--- src/rtl/pclt_pkg.sv ---
// Shared constants, register codes and transaction types of the polyline clip-and-thin block.
package pclt_pkg;

    localparam int FRAC_BITS = 16;

    localparam int OUTQ_DEPTH = 4;
    localparam int OUTQ_AW    = $clog2(OUTQ_DEPTH);

    typedef enum logic [2:0] {
        CFG_X_SCALE     = 3'd0,
        CFG_Y_SCALE     = 3'd1,
        CFG_CLIP_TOP    = 3'd2,
        CFG_CLIP_BOTTOM = 3'd3,
        CFG_MERGE_DX    = 3'd4
    } t_cfg_idx;

    localparam logic        [31:0] X_SCALE_RST     = 32'h0001_0000;
    localparam logic        [31:0] Y_SCALE_RST     = 32'h0001_0000;
    localparam logic signed [31:0] CLIP_TOP_RST    = -32'sd3276800;
    localparam logic signed [31:0] CLIP_BOTTOM_RST = 32'sd3276800;
    localparam logic        [30:0] MERGE_DX_RST    = 31'h0000_8000;

    // Scaled and clamped screen sample leaving the arithmetic pipeline
    typedef struct packed {
        logic               valid;
        logic               mode;
        logic               undef;
        logic               clipped;
        logic signed [31:0] sx;
        logic signed [31:0] sy;
    } t_sample;

    // One emitted vertex
    typedef struct packed {
        logic signed [31:0] x;
        logic signed [31:0] y;
        logic               pl_end;
        logic               last;
    } t_result;

endpackage

--- src/rtl/pclt_outq.sv ---
// Result queue: takes up to two vertices a cycle, delivers one a cycle while i_stall is low.
module pclt_outq
    import pclt_pkg::*;
(
    input  logic                 i_clk,
    input  logic                 i_rst_n,
    input  logic [1:0]           i_wr_cnt,
    input  t_result              i_wr0,
    input  t_result              i_wr1,
    input  logic                 i_stall,
    output logic                 o_valid,
    output t_result              o_head,
    output logic [OUTQ_AW:0]     o_count
);

    t_result            r_mem [OUTQ_DEPTH];
    logic [OUTQ_AW-1:0] r_wp, r_rp;
    logic [OUTQ_AW:0]   r_count;
    logic               pop;
    logic [OUTQ_AW-1:0] wp1;

    assign o_valid = (r_count != '0);
    assign pop     = o_valid && !i_stall;
    assign o_head  = r_mem[r_rp];
    assign o_count = r_count;
    assign wp1     = r_wp + 1'b1;

    always_ff @(posedge i_clk) begin
        if (!i_rst_n) begin
            r_wp    <= '0;
            r_rp    <= '0;
            r_count <= '0;
        end else begin
            r_wp    <= r_wp + OUTQ_AW'(i_wr_cnt);
            r_rp    <= r_rp + OUTQ_AW'(pop);
            r_count <= r_count + (OUTQ_AW + 1)'(i_wr_cnt) - (OUTQ_AW + 1)'(pop);
        end
    end

    always_ff @(posedge i_clk) begin
        if (i_wr_cnt != 2'd0) begin
            r_mem[r_wp] <= i_wr0;
        end
        if (i_wr_cnt == 2'd2) begin
            r_mem[wp1] <= i_wr1;
        end
    end

endmodule

--- config.mk ---
export PLATFORM = sky130hd
export DESIGN_NAME = pclt_outq
export DESIGN_NICKNAME = d
export VERILOG_FILES = /design/src/rtl/pclt_pkg.sv /design/src/rtl/pclt_outq.sv
export SDC_FILE = /design/constraint.sdc
export NUM_CORES = 1
export LEC_CHECK = 0
export ABC_AREA = 1
export ABC_CLOCK_PERIOD_IN_PS = 7110
export BUFFER_PORTS_ARGS = -buffer_cell sky130_fd_sc_hd__buf_2
export CORE_UTILIZATION = 35
export CTS_BUF_LIST = sky130_fd_sc_hd__clkbuf_8
export CTS_CLUSTER_DIAMETER = 120
export DETAILED_ROUTE_END_ITERATION = 6
export PLACE_DENSITY = 0.62
export SKIP_LAST_GASP = 1
export SYNTH_ARGS = -nofsm -noshare
export SYNTH_HDL_FRONTEND = slang
export SYNTH_SLANG_ARGS = --single-unit
--- constraint.sdc ---
create_clock -name i_clk -period 7.11 [get_ports i_clk]
set_clock_uncertainty 0.05 [all_clocks]
set_input_delay 0.711 -clock i_clk [delete_from_list [all_inputs] [get_ports i_clk]]
set_output_delay 0.711 -clock i_clk [all_outputs]
set_load 0.02 [all_outputs]
==> flow_summary_export.csv, run 1 <==
group,metric,value,unit
route,wl_per_cell,17.27,um
place,gp_congestion,0.7558,
worst_setup_path,cp.depth,5,
timing,finalCritPeriodShare,53.42,%
logic_synthesis,syn_area_per_cell,9.609,sq um
global_routing,grt_max_degree,76,
route,wl,34770,um
clock_tree,cts_tree,"yes",
job,drv_cap,0,
finish,finish.utilization,41.24,%
logic_synthesis,synth_fp_nets,1494,
timing,setup_tns,0,ns
route,wl_met1,15480,um
route,vias,10360,
clock_tree,path_clk_slew,0.06,ns
floorplanning,die-area,37920,sq um
logic_synthesis,synth-seq-area-share,62.05,%
finish,nets,1661,
logic_synthesis,synth_area_leader_cell,"edfxtp_1",
logic_synthesis,synth_top_area_share,60.98,%
outcome,outcome,"finished, final reports clean",
logic_synthesis,ys_ff_latch,271,
worst_setup_path,worstPathArrival,3.04,ns
logic_synthesis,synth_ff_type,"edfxtp_1",
route,ant_nets,0,
route,wl_met2,16100,um
global_routing,grt_pass1_vias,9784,
floorplanning,coreArea,36610,sq um
route,drc,0,
route,top_layer,"met5",
global_routing,antenna_found_initial,7,
logic_synthesis,synth_area_leaders,"edfxtp_1 61%, o21ai_0 8.6%, nand2_1 8.1%",
worst_setup_path,critPathBufInv,3,
timing,slew_viol_final,0,
finish,drive_above_1_share,18.61,%
power_and_ir_drop,power_density,297.2,nW/um^2
timing,slew_headroom,24.54,%
worst_setup_path,cp-end-kind,"primary output",
floorplanning,dieHeight,194.7,um
timing,worst_slew_pin_slew,1.131,ns
global_routing,grt_pass1_wl,53760,um
worst_setup_path,worstPathMaxFanout,68,
route,drtIter0Drc,623,
timing,hold_viol_final,0,
place,place_hpwl,20130,um
worst_setup_path,crit_slowest_cell,"buf_4",
worst_setup_path,start_kind,"flip-flop",
floorplanning,dieWidth,194.7,um
clock_tree,cts_buffers,47,
timing,holdWs,0.3823,ns
clock_tree,cts.sinks,271,
timing,setup_viol,0,
global_routing,track_usage,18.04,%
logic_synthesis,synth_common_cells,"281 x nand2_1, 264 x edfxtp_1, 223 x o21ai_0",
finish,layoutNonFillerInstCount,2014,
place,dp_cells,1939,
global_routing,overflow,0,
floorplanning,fp-row-count,70,
worst_setup_path,cp.required,6.35,ns
floorplanning,initial_core_util,35.51,%
clock_tree,root_buffer,"clkbuf_8",
timing,clock.fmax,263.3,MHz
clock_tree,clk_path_buf_depth,3,
finish,syn_to_final_growth,16.12,%
power_and_ir_drop,power.leakage,6.271,nW
clock_tree,cts_setup_buffers,0,
hold_path,hold_depth,3,
hold_path,min_path_type,"in2reg",
floorplanning,io-pin-count,207,
place,portBuffers,206,
worst_setup_path,crit_chain,"inv_4 -> buf_4 -> o21ai_0 -> o22ai_1 -> buf_2",
route,first_pass_iters,6,
route,met3_length,2413,um
clock_tree,insertion_delay,0.54,ns
logic_synthesis,synthCells,1353,
power_and_ir_drop,vdd_drop_max,0.1344,mV
logic_synthesis,yosysMostFrequentCell,"nand2_1",
logic_synthesis,async_flop_share,0,%
logic_synthesis,synth_edf_count,264,
worst_setup_path,criticalPathCategory,"reg2out",
logic_synthesis,ys_types,26,
worst_setup_path,cpPeakStageDelay,0.66,ns
timing,rsz0062_at_grt,"false",
timing,finalCriticalPeriod,3.798,ns
logic_synthesis,netlist_area,13000,sq um
clock_tree,h-tree-depth,2,
logic_synthesis,ys_warn_count,0,
clock_tree,cts-hold-fix-buffers,0,
clock_tree,post_cts_resized,0,
route,viasPerCell,5.143,
worst_setup_path,crit_family,"buffers and inverters",
worst_setup_path,rr_worst_depth,6,
-- worst min-delay path, delay by kind of cell --
| kind | cells | cell delay, ns |
|---|---|---|
| buffers and inverters | 2 | 0.17 |
| and+or+nand+nor | 1 | 0.06 |
-- logic make-up after synthesis --
logic type | count (synthesis) | share of synthesized area [%]
buffers and inverters | 179 | 5.967
flip-flops | 271 | 62.05
XOR/XNOR | 4 | 0.2695
AO/OA/AOI/OAI | 465 | 18.55
adder cells (fa/ha/maj) | 4 | 0.4427
AND/OR/NAND/NOR | 430 | 12.71
-- metrics by stage --
stage               area, sq um  total power, mW  worst slack [ns]
finish                    15100            4.486             3.312
global route              15090            4.718             2.999
CTS                       15090            4.531             3.251
detailed placement        14290            3.255             3.823
global placement          14290            3.233             3.875
floorplan                 13000            2.825            0.8440
-- final timing paths --
path	start	to	slack (ns)
setup / recovery	r_rp[0]$_SDFF_PN0_	o_head[2]	3.31
hold / removal	i_rst_n	r_wp[0]$_SDFF_PN0_	0.38
setup reg to reg	r_wp[1]$_SDFF_PN0_	r_mem[3][63]$_DFFE_PP_	4.26
hold reg to reg	o_count[2]$_SDFF_PN0_	o_count[2]$_SDFF_PN0_	0.59
-- cells in the final DEF (no fill, tap or decap), types with 2 or more instances in the layout --
master | Yosys | layout
clkinv_1 | 0 | 10
nand2_1 | 281 | 278
o21ai_1 | 173 | 173
dfxtp_1 | 7 | 5
inv_2 | 3 | 4
o21ai_0 | 223 | 223
inv_1 | 77 | 84
buf_4 | 7 | 11
clkinv_2 | 0 | 2
xnor2_1 | 3 | 3
clkbuf_8 | 0 | 47
edfxtp_1 | 264 | 264
ha_1 | 3 | 3
bufinv_16 | 0 | 2
nor2_2 | 2 | 2
diode_2 | 0 | 4
a21oi_1 | 2 | 2
nor2_1 | 140 | 140
nand2_4 | 0 | 6
o22ai_1 | 66 | 66
buf_2 | 32 | 206
-- sequential cells by signal (all words and copies together) (netlist names) --
signal and cells:
r_rp 2, o_count 3, r_wp 2, r_mem 264
-- metal layers --
layer / global-route usage (%) / up-vias
met2: 29.34 / 323
met1: 24.26 / 4891
met4: 5.191 / 4
li1: - / 5078
met5: 0 / -
met3: 3.817 / 61
-- report_power, final --
group	switching, mW	internal [mW]	total, mW
logic	0.835	0.344	1.18
registers	0.0761	1.95	2.03
clock network	0.602	0.675	1.28
-- cell type report --
cell class	instances	area (sq um)
multi-input cells	903	4217
inverters	80	302.8
clock inverters	24	148.9
flip-flops and latches	271	8073
clock buffers	47	646.9
fillers	3585	21510
diodes	4	10.01
well taps	468	585.6
repair buffers	217	1114
Power figures use the tool's default switching activity.
==> run 2: changes to the inputs <==
--- a/config.mk
+++ b/config.mk
@@ -5,8 +5,8 @@
 export SDC_FILE = /design/constraint.sdc
 export NUM_CORES = 1
 export LEC_CHECK = 0
-export ABC_AREA = 1
-export ABC_CLOCK_PERIOD_IN_PS = 7110
+export ABC_AREA = 0
+export ABC_CLOCK_PERIOD_IN_PS = 3500
 export BUFFER_PORTS_ARGS = -buffer_cell sky130_fd_sc_hd__buf_2
 export CORE_UTILIZATION = 35
 export CTS_BUF_LIST = sky130_fd_sc_hd__clkbuf_8
==> constraint.sdc (replaced) <==
create_clock -name i_clk -period 3.5 [get_ports i_clk]
set_clock_uncertainty 0.05 [all_clocks]
set_input_delay 0.35 -clock i_clk [delete_from_list [all_inputs] [get_ports i_clk]]
set_output_delay 0.35 -clock i_clk [all_outputs]
set_load 0.02 [all_outputs]
==> run 2 against run 1 <==
Effect of this change: die area grew 2.1%; global-route usage shrank 1.3 points; synthesized cell count shrank 49%; first-iteration DRC count shrank 53%; count of clock-buffer cells in the layout grew 4; via count shrank 26%; combinational power grew 84%; worst hold slack lost 0.33 ns; largest cell class unchanged; register-to-register slack lost 3.6 ns; synthesized area grew 2.1%; sequential share of layout area shrank 5.9 points; total power grew 100%.
==> flow_summary_export.csv, run 2 <==
group,metric,value,unit
outcome,outcome,"finished, final reports clean",
clock_tree,insertion_delay,0.60,ns
floorplanning,initial_core_util,35.92,%
timing,clock.fmax,350.1,MHz
global_routing,grt_pass1_vias,8484,
finish,nets,1175,
finish,fillers,3261,
place,portBuffers,206,
clock_tree,cts_buffers,49,
worst_setup_path,cp.required,3.80,ns
floorplanning,io-pin-count,207,
timing,slew_headroom,59.39,%
timing,setup_viol,0,
logic_synthesis,syn_area_per_cell,19.38,sq um
clock_tree,cts.sinks,271,
power_and_ir_drop,swShare,28.68,%
route,viasPerCell,4.874,
worst_setup_path,criticalPathCategory,"reg2reg",
logic_synthesis,ys_types,31,
logic_synthesis,synth_ff_type,"edfxtp_1",
route,drc,0,
global_routing,track_usage,16.74,%
place,place_hpwl,17110,um
clock_tree,cts_setup_buffers,0,
timing,holdWs,0.05063,ns
worst_setup_path,worstPathArrival,3.15,ns
finish,final_cell_mix,"264 x edfxtp_1, 235 x mux2_2, 206 x buf_2, 125 x dlygate4sd3_1, 66 x mux4_2",
logic_synthesis,synth-seq-area-share,60.76,%
floorplanning,coreArea,36960,sq um
timing,worst_slew_pin_slew,0.6092,ns
timing,finalCriticalPeriod,2.856,ns
finish,top_register,"r_mem",
power_and_ir_drop,power_density,529.2,nW/um^2
route,wl_per_cell,20.16,um
clock_tree,clk_path_buf_depth,3,
route,wl,31630,um
logic_synthesis,synth_top_area_share,59.71,%
clock_tree,path_clk_slew,0.06,ns
power_and_ir_drop,vdd_drop_max,0.3574,mV
finish,layoutNonFillerInstCount,1569,
logic_synthesis,synth_fp_nets,826,
route,vias,7647,
logic_synthesis,synth_area_leader_cell,"edfxtp_1",
power_and_ir_drop,intPower,6.404,mW
global_routing,overflow,0,
power_and_ir_drop,comb_power_share,24.2,%
floorplanning,die-area,38720,sq um
global_routing,antenna_found_initial,1,
logic_synthesis,synthCells,685,
clock_tree,post_cts_resized,0,
worst_setup_path,cp-end-kind,"flip-flop",
place,dp_cells,1362,
power_and_ir_drop,power.total,8.980,mW
finish,drive_above_1_share,57.71,%
logic_synthesis,yosysMostFrequentCell,"edfxtp_1",
place,gp_congestion,0.7270,
floorplanning,dieWidth,196.8,um
timing,finalCritPeriodShare,81.61,%
logic_synthesis,ys_warn_count,0,
clock_tree,h-tree-depth,2,
timing,rsz0062_at_grt,"false",
power_and_ir_drop,power_frac_seq,45.9,%
logic_synthesis,synth_common_cells,"264 x edfxtp_1, 235 x mux2_2, 66 x mux4_2",
finish,syn_to_final_growth,27.79,%
timing,slew_viol_final,0,
finish,largest_register_ffs,264,
job,drv_cap,0,
hold_path,min_path_type,"in2reg",
floorplanning,fp-row-count,70,
clock_tree,cts-hold-fix-buffers,125,
worst_setup_path,worstPathMaxFanout,40,
logic_synthesis,synth_area_leaders,"edfxtp_1 60%, mux2_2 20%, mux4_2 11%",
global_routing,grt_pass1_wl,48720,um
logic_synthesis,async_flop_share,0,%
timing,hold_viol_final,0,
route,ant_nets,0,
finish,layout_commonest_cell,"edfxtp_1",
route,first_pass_iters,4,
power_and_ir_drop,power.leakage,6.016,nW
clock_tree,root_buffer,"clkbuf_8",
power_and_ir_drop,pwr-share-clk,29.9,%
logic_synthesis,ys_ff_latch,271,
logic_synthesis,netlist_area,13280,sq um
global_routing,grt_max_degree,67,
logic_synthesis,synth_edf_count,264,
power_and_ir_drop,power.switching,2.576,mW
clock_tree,cts_tree,"yes",
floorplanning,dieHeight,196.8,um
worst_setup_path,start_kind,"flip-flop",
route,drtIter0Drc,293,
==> run 2: cell types whose count changed in the layout (fill, tap and decap cells not counted), sizes merged, moves of 3 or more <==
cell         delta
mux2          +264
nor2          -140
clkbuf          +4
diode           -3
nand2         -284
o22ai          -66
dlygate4sd3   +125
mux4           +66
o21ai         -394
nor2b           +3
and2            +4
inv            -71
==> run 2: worst paths after layout <==
kind | slack, ns | depth (start not counted) | start | end
worst max-delay path | 0.64 | 4 | r_wp[1]$_SDFF_PN0_ | r_mem[0][27]$_DFFE_PP_
worst max register to register | 0.64 | 4 | r_wp[1]$_SDFF_PN0_ | r_mem[0][27]$_DFFE_PP_
worst min-delay path | 0.05 | 2 | i_wr1[19] | r_mem[2][19]$_DFFE_PP_
worst min register to register | 0.57 | 2 | o_count[2]$_SDFF_PN0_ | o_count[2]$_SDFF_PN0_
==> run 2: worst max-delay path, stage by stage, from the launching register on <==
cell,delay (ns)
dfxtp_1,0.66
nand3_4,0.59
buf_12,0.43
mux2_2,0.30
dlygate4sd3_1,0.56
==> run 2: layout make-up <==
cell class	count	area, sq um	share of cell area, %
tap	504	630.6	3.717
timing repair buffer	343	2497	14.72
clock inverter	30	145.1	0.8554
multi-input combinational	365	4900	28.88
antenna	1	2.502	0.01475
sequential	271	8075	47.59
inverter	4	15.01	0.08849
clock buffer	51	701.9	4.137
==> run 2: metal layers <==
| layer | wire length (um) | GRT usage (%) | vias to the layer above |
|---|---|---|---|
| met5 | 0 | 0 | - |
| met4 | 692 | 6.431 | 0 |
| met3 | 1445 | 3.405 | 45 |
| met2 | 15670 | 27.61 | 180 |
| met1 | 13820 | 21.67 | 3891 |
| li1 | - | - | 3531 |
==> run 2: kinds of logic (layout without fill, tap and decap cells) <==
logic type / after synthesis / after routing / share of synthesized area, %
other: 0 / 1 / 0
flip-flops: 271 / 271 / 60.76
AND/OR/NAND/NOR: 19 / 19 / 0.9800
AO/OA/AOI/OAI: 8 / 8 / 0.3957
buffers and inverters: 49 / 428 / 2.761
adder cells (fa/ha/maj): 4 / 4 / 0.4335
multiplexers: 330 / 330 / 34.40
XOR/XNOR: 4 / 4 / 0.2639
==> run 2: metrics by stage <==
step | util [%] | area, sq um | worst slack [ns] | setup TNS [ns]
2_1_floorplan | - | 13290 | -0.4438 | -56.43
3_3_place_gp | 40.22 | 14870 | 1.145 | 0
5_1_grt | 45.90 | 16970 | 0.4780 | 0
4_1_cts | 45.90 | 16970 | 0.5688 | 0
6_report | 45.91 | 16970 | 0.6435 | 0
3_5_place_dp | 40.22 | 14870 | 1.127 | 0
==> run 2: power by group through the flow <==
stage,clock network (mW),logic [mW],registers [mW]
finish,2.69,2.17,4.12
global route,2.91,2.34,4.16
CTS,2.79,2.22,4.13
detailed placement,0,2.08,4.19
global placement,0,2.07,4.18
floorplan,0,1.43,4.12
